## config.mk

```make
export PLATFORM = sky130hd
export DESIGN_NAME = heating_curve_interpolator_core_flat
export DESIGN_NICKNAME = d
export VERILOG_FILES = /design/src/hcurve_pkg.sv /design/src/hcurve_cmd_if.sv /design/src/hcurve_res_if.sv /design/src/hcurve_table.sv /design/src/hcurve_div.sv /design/src/heating_curve_interpolator_core.sv /design/src/flat_wrapper.sv
export SDC_FILE = /design/constraint.sdc
export NUM_CORES = 2
export LEC_CHECK = 0
export BUFFER_PORTS_ARGS = -buffer_cell sky130_fd_sc_hd__buf_4
export CORE_MARGIN = 2
export CORE_UTILIZATION = 40
export CTS_CLUSTER_DIAMETER = 100
export CTS_CLUSTER_SIZE = 28
export DETAILED_ROUTE_END_ITERATION = 6
export GPL_ROUTABILITY_DRIVEN = 0
export HOLD_SLACK_MARGIN = 0.12
export PLACE_DENSITY = 0.64
export SYNTH_ARGS = -nofsm -noshare
export SYNTH_HDL_FRONTEND = slang
export SYNTH_SLANG_ARGS = --single-unit
export TNS_END_PERCENT = 20
```

## constraint.sdc

```tcl
create_clock -name clk -period 7 [get_ports clk]
set_clock_uncertainty 0.05 [all_clocks]
set_input_delay 1.4 -clock clk [delete_from_list [all_inputs] [get_ports clk]]
set_output_delay 1.4 -clock clk [all_outputs]
set_load 0.005 [all_outputs]
```

## src/hcurve_pkg.sv

```systemverilog
// ----------------------------------------------------------------------------
// hcurve_pkg
// Shared types and constants of the heating curve interpolator: item codes,
// status codes, the breakpoint entry layout and the divider request.
// ----------------------------------------------------------------------------
package hcurve_pkg;

    // Temperature width, 1/256 degree fixed point
    localparam int TEMP_W = 16;

    // Divider operand widths: |dy| * dt fits 32 bits, dx fits 16 bits
    localparam int DVD_W = 32;
    localparam int DVS_W = 16;

    // Setpoint reported for an invalid outdoor reading (-100 degrees)
    localparam logic signed [TEMP_W-1:0] INVALID_SETPOINT = -16'sd25600;

    typedef enum logic [1:0] {
        MODE_QUERY  = 2'd0,
        MODE_CLEAR  = 2'd1,
        MODE_APPEND = 2'd2
    } mode_t;

    typedef enum logic [1:0] {
        ST_OK      = 2'd0,
        ST_INVALID = 2'd1,
        ST_NO_SEG  = 2'd2
    } status_t;

    typedef struct packed {
        logic signed [TEMP_W-1:0] outdoor;
        logic signed [TEMP_W-1:0] supply;
    } point_t;

    typedef struct packed {
        logic [DVD_W-1:0] dividend;
        logic [DVS_W-1:0] divisor;
    } div_req_t;

endpackage

```

## src/hcurve_cmd_if.sv

```systemverilog
// ----------------------------------------------------------------------------
// hcurve_cmd_if
// Command channel: query, clear or append items with valid/ready handshake.
// ----------------------------------------------------------------------------
interface hcurve_cmd_if
    import hcurve_pkg::*;
();
    logic                     valid;
    logic                     ready;
    mode_t                    mode;
    logic signed [TEMP_W-1:0] outdoor_temp;
    logic                     input_ok;
    logic signed [TEMP_W-1:0] point_outdoor;
    logic signed [TEMP_W-1:0] point_supply;

    modport source (
        output valid, mode, outdoor_temp, input_ok, point_outdoor, point_supply,
        input  ready
    );

    modport sink (
        input  valid, mode, outdoor_temp, input_ok, point_outdoor, point_supply,
        output ready
    );
endinterface

```

## src/hcurve_res_if.sv

```systemverilog
// ----------------------------------------------------------------------------
// hcurve_res_if
// Result channel: setpoint and status items with valid/ready handshake.
// ----------------------------------------------------------------------------
interface hcurve_res_if
    import hcurve_pkg::*;
();
    logic                     valid;
    logic                     ready;
    logic signed [TEMP_W-1:0] setpoint;
    status_t                  status;

    modport source (
        output valid, setpoint, status,
        input  ready
    );

    modport sink (
        input  valid, setpoint, status,
        output ready
    );
endinterface

```

## src/hcurve_table.sv

```systemverilog
// ----------------------------------------------------------------------------
// hcurve_table
// Breakpoint memory: one write port, one read port, registered read data.
// ----------------------------------------------------------------------------
module hcurve_table
    import hcurve_pkg::*;
#(
    parameter int MAX_POINTS = 16,
    parameter int IDX_W      = $clog2(MAX_POINTS)
) (
    input  logic             clk,
    input  logic             wr_en,
    input  logic [IDX_W-1:0] wr_addr,
    input  point_t           wr_data,
    input  logic             rd_en,
    input  logic [IDX_W-1:0] rd_addr,
    output point_t           rd_data
);

    point_t mem [MAX_POINTS];

    // Write one breakpoint
    always_ff @(posedge clk)
    begin
        if (wr_en)
        begin
            mem[wr_addr] <= wr_data;
        end
    end

    // Registered read, updated only when rd_en is high
    always_ff @(posedge clk)
    begin
        if (rd_en)
        begin
            rd_data <= mem[rd_addr];
        end
    end

endmodule

```

## src/hcurve_div.sv

```systemverilog
// ----------------------------------------------------------------------------
// hcurve_div
// Unsigned restoring divider, one quotient bit per cycle, DVD_W steps.
// ----------------------------------------------------------------------------
module hcurve_div
    import hcurve_pkg::*;
(
    input  logic             clk,
    input  logic             rst_n,
    input  logic             start,
    input  div_req_t         req,
    output logic             done,
    output logic [DVD_W-1:0] quotient
);

    localparam int STEP_W = $clog2(DVD_W);

    logic              busy_reg;
    logic              done_reg;
    logic [STEP_W-1:0] step_reg;
    logic [DVD_W-1:0]  q_reg;
    logic [DVS_W-1:0]  rem_reg;
    logic [DVS_W-1:0]  dvs_reg;

    logic [DVS_W:0]    rem_sh;
    logic [DVS_W:0]    rem_sub;
    logic              ge;

    // Shift in the next dividend bit and trial-subtract
    always_comb
    begin
        rem_sh  = {rem_reg, q_reg[DVD_W-1]};
        ge      = (rem_sh >= {1'b0, dvs_reg});
        rem_sub = rem_sh - {1'b0, dvs_reg};
    end

    // Sequence the steps
    always_ff @(posedge clk or negedge rst_n)
    begin
        if (!rst_n)
        begin
            busy_reg <= 1'b0;
            done_reg <= 1'b0;
            step_reg <= '0;
        end
        else
        begin
            done_reg <= 1'b0;
            if (start)
            begin
                busy_reg <= 1'b1;
                step_reg <= '0;
            end
            else if (busy_reg)
            begin
                step_reg <= step_reg + 1'b1;
                if (step_reg == STEP_W'(DVD_W - 1))
                begin
                    busy_reg <= 1'b0;
                    done_reg <= 1'b1;
                end
            end
        end
    end

    // Hold operands, advance remainder and quotient
    always_ff @(posedge clk)
    begin
        if (start)
        begin
            q_reg   <= req.dividend;
            dvs_reg <= req.divisor;
            rem_reg <= '0;
        end
        else if (busy_reg)
        begin
            q_reg   <= {q_reg[DVD_W-2:0], ge};
            rem_reg <= ge ? rem_sub[DVS_W-1:0] : rem_sh[DVS_W-1:0];
        end
    end

    assign done     = done_reg;
    assign quotient = q_reg;

endmodule

```

## src/heating_curve_interpolator_core.sv

```systemverilog
// A query scans, evaluates, then multiplies, starts and awaits the divider for
// an interpolated segment; others go from evaluate to finish, invalid ones
// straight to finish. Clear and append complete on acceptance. One item is
// worked at a time; the rate is set by the one-entry-per-cycle scan over the
// table read port and the 32-step divider. Reset empties the table (count 0).
// ----------------------------------------------------------------------------
// heating_curve_interpolator_core
// Weather-compensation curve: keeps a breakpoint table in memory, scans it for
// the matching segment and interpolates the supply setpoint linearly.
// ----------------------------------------------------------------------------
module heating_curve_interpolator_core
    import hcurve_pkg::*;
#(
    parameter int MAX_POINTS = 16
) (
    input  logic   clk,
    input  logic   rst_n,
    hcurve_cmd_if.sink   cmd,
    hcurve_res_if.source result
);

    localparam int IDX_W = $clog2(MAX_POINTS);
    localparam int CNT_W = $clog2(MAX_POINTS + 1);

    typedef enum logic [6:0] {
        S_IDLE  = 7'b0000001,
        S_SCAN  = 7'b0000010,
        S_EVAL  = 7'b0000100,
        S_MUL   = 7'b0001000,
        S_DSTRT = 7'b0010000,
        S_DWAIT = 7'b0100000,
        S_FIN   = 7'b1000000
    } state_t;

    // Control state
    state_t            state_reg, state_next;
    logic [CNT_W-1:0]  count_reg, count_next;
    logic [IDX_W-1:0]  idx_reg, idx_next;
    logic              below_reg, below_next;
    logic              above_reg, above_next;
    logic              found_reg, found_next;
    logic              ovalid_reg, ovalid_next;

    // Payload
    logic signed [TEMP_W-1:0] t_reg, t_next;
    logic signed [TEMP_W-1:0] first_y_reg, first_y_next;
    logic signed [TEMP_W-1:0] last_y_reg, last_y_next;
    point_t                   prev_reg, prev_next;
    point_t                   p1_reg, p1_next;
    point_t                   p2_reg, p2_next;
    logic [DVS_W-1:0]         dx_reg, dx_next;
    logic [TEMP_W-1:0]        dt_reg, dt_next;
    logic [TEMP_W-1:0]        dy_mag_reg, dy_mag_next;
    logic                     dy_neg_reg, dy_neg_next;
    logic [DVD_W-1:0]         prod_reg, prod_next;
    logic signed [TEMP_W-1:0] res_sp_reg, res_sp_next;
    status_t                  res_st_reg, res_st_next;
    logic signed [TEMP_W-1:0] osp_reg, osp_next;
    status_t                  ost_reg, ost_next;

    // Table ports
    logic             wr_en;
    logic [IDX_W-1:0] wr_addr;
    point_t           wr_data;
    logic             rd_en;
    logic [IDX_W-1:0] rd_addr;
    point_t           rd_data;

    // Divider ports
    logic             div_start;
    div_req_t         div_req;
    logic             div_done;
    logic [DVD_W-1:0] div_q;

    logic                  cmd_fire;
    logic [CNT_W-1:0]      cnt_m1;
    logic [IDX_W-1:0]      last_idx;
    logic signed [TEMP_W:0] dx_w, dt_w, dy_w, dy_abs;
    logic signed [TEMP_W:0] q_signed, interp_w;

    hcurve_table #(
        .MAX_POINTS (MAX_POINTS),
        .IDX_W      (IDX_W)
    ) u_table (
        .clk     (clk),
        .wr_en   (wr_en),
        .wr_addr (wr_addr),
        .wr_data (wr_data),
        .rd_en   (rd_en),
        .rd_addr (rd_addr),
        .rd_data (rd_data)
    );

    hcurve_div u_div (
        .clk      (clk),
        .rst_n    (rst_n),
        .start    (div_start),
        .req      (div_req),
        .done     (div_done),
        .quotient (div_q)
    );

    assign cmd.ready = (state_reg == S_IDLE);
    assign cmd_fire  = cmd.valid && cmd.ready;
    assign cnt_m1    = count_reg - CNT_W'(1);
    assign last_idx  = cnt_m1[IDX_W-1:0];

    // Append writes the next free entry
    assign wr_en   = cmd_fire && (cmd.mode == MODE_APPEND) && (count_reg < CNT_W'(MAX_POINTS));
    assign wr_addr = count_reg[IDX_W-1:0];
    assign wr_data = '{outdoor: cmd.point_outdoor, supply: cmd.point_supply};

    // Segment differences of the matched segment
    assign dx_w   = TEMP_W'(0) + ({p2_reg.outdoor[TEMP_W-1], p2_reg.outdoor}
                                  - {p1_reg.outdoor[TEMP_W-1], p1_reg.outdoor});
    assign dt_w   = {t_reg[TEMP_W-1], t_reg} - {p1_reg.outdoor[TEMP_W-1], p1_reg.outdoor};
    assign dy_w   = {p2_reg.supply[TEMP_W-1], p2_reg.supply}
                    - {p1_reg.supply[TEMP_W-1], p1_reg.supply};
    assign dy_abs = dy_w[TEMP_W] ? -dy_w : dy_w;

    // Apply sign of the quotient and add the left supply value
    assign q_signed = dy_neg_reg ? -$signed({1'b0, div_q[TEMP_W-1:0]})
                                 :  $signed({1'b0, div_q[TEMP_W-1:0]});
    assign interp_w = {p1_reg.supply[TEMP_W-1], p1_reg.supply} + q_signed;

    assign div_start        = (state_reg == S_DSTRT);
    assign div_req.dividend = prod_reg;
    assign div_req.divisor  = dx_reg;

    // Next-state logic
    always_comb
    begin
        state_next   = state_reg;
        count_next   = count_reg;
        idx_next     = idx_reg;
        below_next   = below_reg;
        above_next   = above_reg;
        found_next   = found_reg;
        ovalid_next  = ovalid_reg;
        t_next       = t_reg;
        first_y_next = first_y_reg;
        last_y_next  = last_y_reg;
        prev_next    = prev_reg;
        p1_next      = p1_reg;
        p2_next      = p2_reg;
        dx_next      = dx_reg;
        dt_next      = dt_reg;
        dy_mag_next  = dy_mag_reg;
        dy_neg_next  = dy_neg_reg;
        prod_next    = prod_reg;
        res_sp_next  = res_sp_reg;
        res_st_next  = res_st_reg;
        osp_next     = osp_reg;
        ost_next     = ost_reg;
        rd_en        = 1'b0;
        rd_addr      = '0;

        // Drop the output item once taken
        if (result.valid && result.ready)
        begin
            ovalid_next = 1'b0;
        end

        unique case (state_reg)
            S_IDLE:
            begin
                if (cmd_fire)
                begin
                    unique case (cmd.mode)
                        MODE_CLEAR:
                        begin
                            count_next = '0;
                        end
                        MODE_APPEND:
                        begin
                            if (count_reg < CNT_W'(MAX_POINTS))
                            begin
                                count_next = count_reg + 1'b1;
                            end
                        end
                        MODE_QUERY:
                        begin
                            t_next = cmd.outdoor_temp;
                            if (count_reg != '0)
                            begin
                                if (!cmd.input_ok)
                                begin
                                    res_sp_next = INVALID_SETPOINT;
                                    res_st_next = ST_INVALID;
                                    state_next  = S_FIN;
                                end
                                else
                                begin
                                    rd_en      = 1'b1;
                                    rd_addr    = '0;
                                    idx_next   = '0;
                                    found_next = 1'b0;
                                    state_next = S_SCAN;
                                end
                            end
                        end
                        default:
                        begin
                        end
                    endcase
                end
            end

            S_SCAN:
            begin
                // Entry idx_reg is on the read port; fetch the next one
                rd_en     = 1'b1;
                rd_addr   = idx_reg + 1'b1;
                prev_next = rd_data;
                if (idx_reg == '0)
                begin
                    below_next   = (t_reg < rd_data.outdoor);
                    first_y_next = rd_data.supply;
                end
                else if ((prev_reg.outdoor <= t_reg) && (t_reg <= rd_data.outdoor))
                begin
                    found_next = 1'b1;
                    p1_next    = prev_reg;
                    p2_next    = rd_data;
                end
                if (idx_reg == last_idx)
                begin
                    above_next  = (t_reg > rd_data.outdoor);
                    last_y_next = rd_data.supply;
                    state_next  = S_EVAL;
                end
                else
                begin
                    idx_next = idx_reg + 1'b1;
                end
            end

            S_EVAL:
            begin
                res_st_next = ST_OK;
                dx_next     = dx_w[DVS_W-1:0];
                dt_next     = dt_w[TEMP_W-1:0];
                dy_mag_next = dy_abs[TEMP_W-1:0];
                dy_neg_next = dy_w[TEMP_W];
                state_next  = S_FIN;
                priority if (below_reg)
                begin
                    res_sp_next = first_y_reg;
                end
                else if (above_reg)
                begin
                    res_sp_next = last_y_reg;
                end
                else if (!found_reg)
                begin
                    res_sp_next = '0;
                    res_st_next = ST_NO_SEG;
                end
                else if (dx_w == '0)
                begin
                    res_sp_next = p1_reg.supply;
                end
                else
                begin
                    state_next = S_MUL;
                end
            end

            S_MUL:
            begin
                prod_next  = DVD_W'(dy_mag_reg * dt_reg);
                state_next = S_DSTRT;
            end

            S_DSTRT:
            begin
                state_next = S_DWAIT;
            end

            S_DWAIT:
            begin
                if (div_done)
                begin
                    res_sp_next = interp_w[TEMP_W-1:0];
                    state_next  = S_FIN;
                end
            end

            S_FIN:
            begin
                // Load the output register once it is free
                if (!ovalid_reg || result.ready)
                begin
                    ovalid_next = 1'b1;
                    osp_next    = res_sp_reg;
                    ost_next    = res_st_reg;
                    state_next  = S_IDLE;
                end
            end

            default:
            begin
                state_next = S_IDLE;
            end
        endcase
    end

    // Control registers
    always_ff @(posedge clk or negedge rst_n)
    begin
        if (!rst_n)
        begin
            state_reg  <= S_IDLE;
            count_reg  <= '0;
            idx_reg    <= '0;
            below_reg  <= 1'b0;
            above_reg  <= 1'b0;
            found_reg  <= 1'b0;
            ovalid_reg <= 1'b0;
        end
        else
        begin
            state_reg  <= state_next;
            count_reg  <= count_next;
            idx_reg    <= idx_next;
            below_reg  <= below_next;
            above_reg  <= above_next;
            found_reg  <= found_next;
            ovalid_reg <= ovalid_next;
        end
    end

    // Payload registers
    always_ff @(posedge clk)
    begin
        t_reg       <= t_next;
        first_y_reg <= first_y_next;
        last_y_reg  <= last_y_next;
        prev_reg    <= prev_next;
        p1_reg      <= p1_next;
        p2_reg      <= p2_next;
        dx_reg      <= dx_next;
        dt_reg      <= dt_next;
        dy_mag_reg  <= dy_mag_next;
        dy_neg_reg  <= dy_neg_next;
        prod_reg    <= prod_next;
        res_sp_reg  <= res_sp_next;
        res_st_reg  <= res_st_next;
        osp_reg     <= osp_next;
        ost_reg     <= ost_next;
    end

    assign result.valid    = ovalid_reg;
    assign result.setpoint = osp_reg;
    assign result.status   = ost_reg;

endmodule

```

## src/flat_wrapper.sv

```systemverilog
// flat-port wrapper written by rule: the top's interface ports become plain ports
module heating_curve_interpolator_core_flat import hcurve_pkg::*;
#(
    parameter int MAX_POINTS = 16
)
  (clk, rst_n, cmd_valid, cmd_mode, cmd_outdoor_temp, cmd_input_ok, cmd_point_outdoor, cmd_point_supply, cmd_ready, result_valid, result_setpoint, result_status, result_ready);
  hcurve_cmd_if cmd_i ();
  hcurve_res_if result_i ();
  input  logic clk;
  input  logic rst_n;
  input wire logic [$bits(cmd_i.valid)-1:0] cmd_valid;
  input wire logic [$bits(cmd_i.mode)-1:0] cmd_mode;
  input wire logic [$bits(cmd_i.outdoor_temp)-1:0] cmd_outdoor_temp;
  input wire logic [$bits(cmd_i.input_ok)-1:0] cmd_input_ok;
  input wire logic [$bits(cmd_i.point_outdoor)-1:0] cmd_point_outdoor;
  input wire logic [$bits(cmd_i.point_supply)-1:0] cmd_point_supply;
  output wire logic [$bits(cmd_i.ready)-1:0] cmd_ready;
  output wire logic [$bits(result_i.valid)-1:0] result_valid;
  output wire logic [$bits(result_i.setpoint)-1:0] result_setpoint;
  output wire logic [$bits(result_i.status)-1:0] result_status;
  input wire logic [$bits(result_i.ready)-1:0] result_ready;
  assign cmd_i.valid = cmd_valid;
  assign cmd_i.mode = cmd_mode;
  assign cmd_i.outdoor_temp = cmd_outdoor_temp;
  assign cmd_i.input_ok = cmd_input_ok;
  assign cmd_i.point_outdoor = cmd_point_outdoor;
  assign cmd_i.point_supply = cmd_point_supply;
  assign cmd_ready = cmd_i.ready;
  assign result_valid = result_i.valid;
  assign result_setpoint = result_i.setpoint;
  assign result_status = result_i.status;
  assign result_i.ready = result_ready;
  heating_curve_interpolator_core #(.MAX_POINTS(MAX_POINTS)) u_core (.clk(clk), .rst_n(rst_n), .cmd(cmd_i), .result(result_i));
endmodule
```

==> results_dict.tcl <==
set metrics [dict create \
    gr-usage-met2 0.288 \
    grt_pass1_vias 27500 \
    grt-ovfl-total 0 \
    status "completed" \
    synthFlopType "edfxtp_1" \
    dr.pass1.iters 5 \
    row_count 125 \
    worst_setup_hold_path_clk_slew_ns 0.11 \
    max-clock-path-buffers 3 \
    wirelength_mm 105 \
    nNetsFinal 4147 \
    sw_frac_of_total 0.228 \
    cp_cell_sequence "and2_1 -> fa_1 -> inv_1 -> fa_1 -> fa_1 -> inv_1 -> fa_1 -> fa_1 -> inv_1 -> fa_1 -> inv_1 -> ha_1 -> a21oi_1 -> nand2_1 -> a211o_1 -> a31o_2 -> a21o_1 -> a31oi_2 -> o21a_1 -> o21ai_0 -> xor2_1" \
    core-area_mm2 0.116 \
    worstPathMaxFanout 16 \
    cts_tree "yes" \
    ff2ff_path_depth 21 \
    post-place-ws_ns 0.339 \
    max-slew-margin-rel 0.245 \
    hp-start "u_core.prev_reg[4]$_DFFE_PP_" \
    initial_core_util 0.403 \
    ys_ff_latch 896 \
    largest_reg_flops 512 \
    p_int_w 0.00727 \
    ios 75 \
    grt_use_met3 0.0200 \
    finalPower_w 0.00943 \
    drc 0 \
    p_sw_w 0.00215 \
    pwr-share-comb 0.076 \
    syn-num-nets 4113 \
    synth-async-reset-ratio 0.0301 \
    max_flop_register "u_core.u_table.mem" \
    cp_slowest_cell "edfxtp_1" \
    critical_path_class "flop to flop" \
    synth_cells 3634 \
    layout_commonest_cell "edfxtp_1" \
    final_cell_mix "853 x edfxtp_1, 432 x nand2_1, 352 x inv_1" \
    fillers 10500 \
    fin_crit_sh 0.952 \
    area_growth_pct 7.81 \
    leakagePower_nw 18.7 \
    dpl_cell_area_mm2 0.0494 \
    antenna_found_initial 9 \
    use_met1 0.245 \
    cts_max_level 2 \
    finalCriticalPeriod_ns 6.66 \
    vias_per_cell 5.32 \
    ff2ff_setup_slack_ns 0.34 \
    tns_ns 0 \
    endpoint_kind "flop" \
    busiest_layer "met2" \
    netlist_area_mm2 0.0469 \
    crit_top_cell "fa_1" \
    grt_max_degree 66 \
    cts_hold_buf 0 \
    start_kind "flop" \
    setup_viol 0 \
    setup_slack_ns 0.338 \
    crit_required_ns 7.31 \
    peakVddDrop_mv 0.202 \
    multi_input_comb_area_mm2 0.0185 \
    critPathLaunch "u_core.dt_reg[5]$_DFFE_PP_" \
    dr_total_vias 27700 \
    avgSynthCellArea_um2 12.9 \
    crit_arrival_ns 6.97 \
    slew_viol_final 0 \
    worst_pin_slew_ns 1.13 \
    hp-class "flop to flop" \
    fin_hold_ws_ns 0.371 \
    root_buffer "clkbuf_16" \
    drive_above_1_share 0.0706 \
    port_buffers 74 \
    finalHoldViolCount 0 \
    rsz0062_at_grt "no" \
    worstReg2RegStart "u_core.dt_reg[5]$_DFFE_PP_" \
    ant_nets 0 \
    dieArea_mm2 0.120 \
    grt_usage 0.174 \
    cts_inserted_buffers 39 \
    clk_latency_ns 0.60 \
    grt_pass1_wl_mm 163 \
    drv_cap 0 \
    die_w_um 346 \
    post-dp-hpwl_mm 70.6 \
    register_area_mm2 0.0266 \
    fin_area_mm2 0.0505 \
    holdPathStages 0 \
    drt-initial-drc-count 2382 \
    whs_endpoint "u_core.p1_reg[4]$_DFFE_PP_" \
    cts.sink_count 896 \
    ys_types 77 \
    wl_per_cell_um 20.2 \
    cpPeakStageDelay_ns 0.64 \
    yosysSeqAreaShare 0.568 \
    clockPowerShare 0.284 \
    die_height_um 346 \
    synth_edf_count 853 \
    fmax_ghz 0.150 \
    power.density_mw_per_mm2 187 \
    p_seq_frac 0.639 \
    r2r-end "u_core.prod_reg[24]$_DFFE_PP_" \
    ys.warnings.count 0 \
]
worst max-delay path by stage:
stage                                                to  cells past startpoint
after CTS                 u_core.prod_reg[22]$_DFFE_PP_                     21
final                     u_core.prod_reg[24]$_DFFE_PP_                     21
after global placement    u_core.prod_reg[24]$_DFFE_PP_                     21
after detailed placement  u_core.prod_reg[24]$_DFFE_PP_                     21
after floorplan              u_core.p1_reg[0]$_DFFE_PP_                      6
after global routing      u_core.prod_reg[31]$_DFFE_PP_                     22
timing repair:
| item | in CTS | in global routing |
|---|---|---|
| buffers inserted | 0 | 3 |
| setup endpoints to repair | 0 | 4 |
| gates resized for setup | 0 | 2 |
power by group through the flow:
stage / combinational [W] / clock [W] / sequential (W)
after floorplan: 0.000471 / 0 / 0.00611
after CTS: 0.000724 / 0.00275 / 0.00603
after global placement: 0.000708 / 0 / 0.00615
final: 0.000721 / 0.00268 / 0.00603
after detailed placement: 0.000720 / 0 / 0.00615
after global routing: 0.000798 / 0.00292 / 0.00604
metrics by stage:
step	instances	utilization
floorplan	3634	-
global placement	5148	0.425
detailed placement	5148	0.425
CTS	5203	0.434
global route	5206	0.435
finish	5208	0.435
logic make-up after synthesis:
kind of cell,count (synthesis),share of synthesized area
muxes,178,0.0467
AOI/OAI and AO/OA,569,0.0800
DFF,896,0.568
xor gates and xnor gates,127,0.0237
adders and majority gates,424,0.145
and+or+nand+nor,944,0.0961
buffers and inverters,496,0.0404
routing by layer:
| metal | vias to the layer above | routed length, µm |
|---|---|---|
| li1 | 13000 | - |
| met1 | 13900 | 46800 |
| met2 | 729 | 49800 |
| met3 | 133 | 5800 |
| met4 | 4 | 2690 |
| met5 | - | 30 |
final cells by class:
cell class | instances | area share
inverter | 356 | 0.0265
sequential | 896 | 0.527
clock inverter | 6 | 0.00181
tap | 1524 | 0.0377
multi-input combinational | 2242 | 0.366
clock buffer | 49 | 0.0203
antenna | 2 | 0.0000991
timing repair buffer | 133 | 0.0210
worst max-delay path, delay by kind of cell (launching register included):
kind                     cells  cell delay, ns
AO/OA/AOI/OAI                7            1.70
XOR/XNOR                     1            0.16
adder cells (fa/ha/maj)      7            3.28
buffers and inverters        4            0.20
flip-flops                   1            0.64
AND/OR/NAND/NOR              2            0.37
synth_stat cells (10+ instances only):
library cell | instances | area (µm²)
clkbuf_1 | 117 | 439
a21o_1 | 27 | 203
xnor2_1 | 83 | 727
xor2_1 | 44 | 385
nand3_1 | 24 | 120
inv_1 | 354 | 1330
and2_1 | 198 | 1240
mux2i_1 | 142 | 1420
edfxtp_1 | 853 | 25600
mux4_2 | 32 | 721
dfrtp_1 | 26 | 651
a311oi_1 | 34 | 298
ha_1 | 225 | 2820
a31oi_1 | 45 | 282
dfxtp_1 | 16 | 320
a211oi_1 | 114 | 856
or3_1 | 16 | 100
nand2b_1 | 16 | 100
o21a_1 | 27 | 203
fa_1 | 199 | 3980
o31ai_1 | 10 | 75.1
o21ai_0 | 85 | 425
and3_1 | 16 | 100
nor2_1 | 122 | 458
nand2_1 | 435 | 1630
nor3_1 | 36 | 180
a21oi_1 | 147 | 736
nand4_1 | 12 | 75.1
o22ai_1 | 11 | 68.8
nor2b_1 | 24 | 150
(Power assumes the default switching activity.)
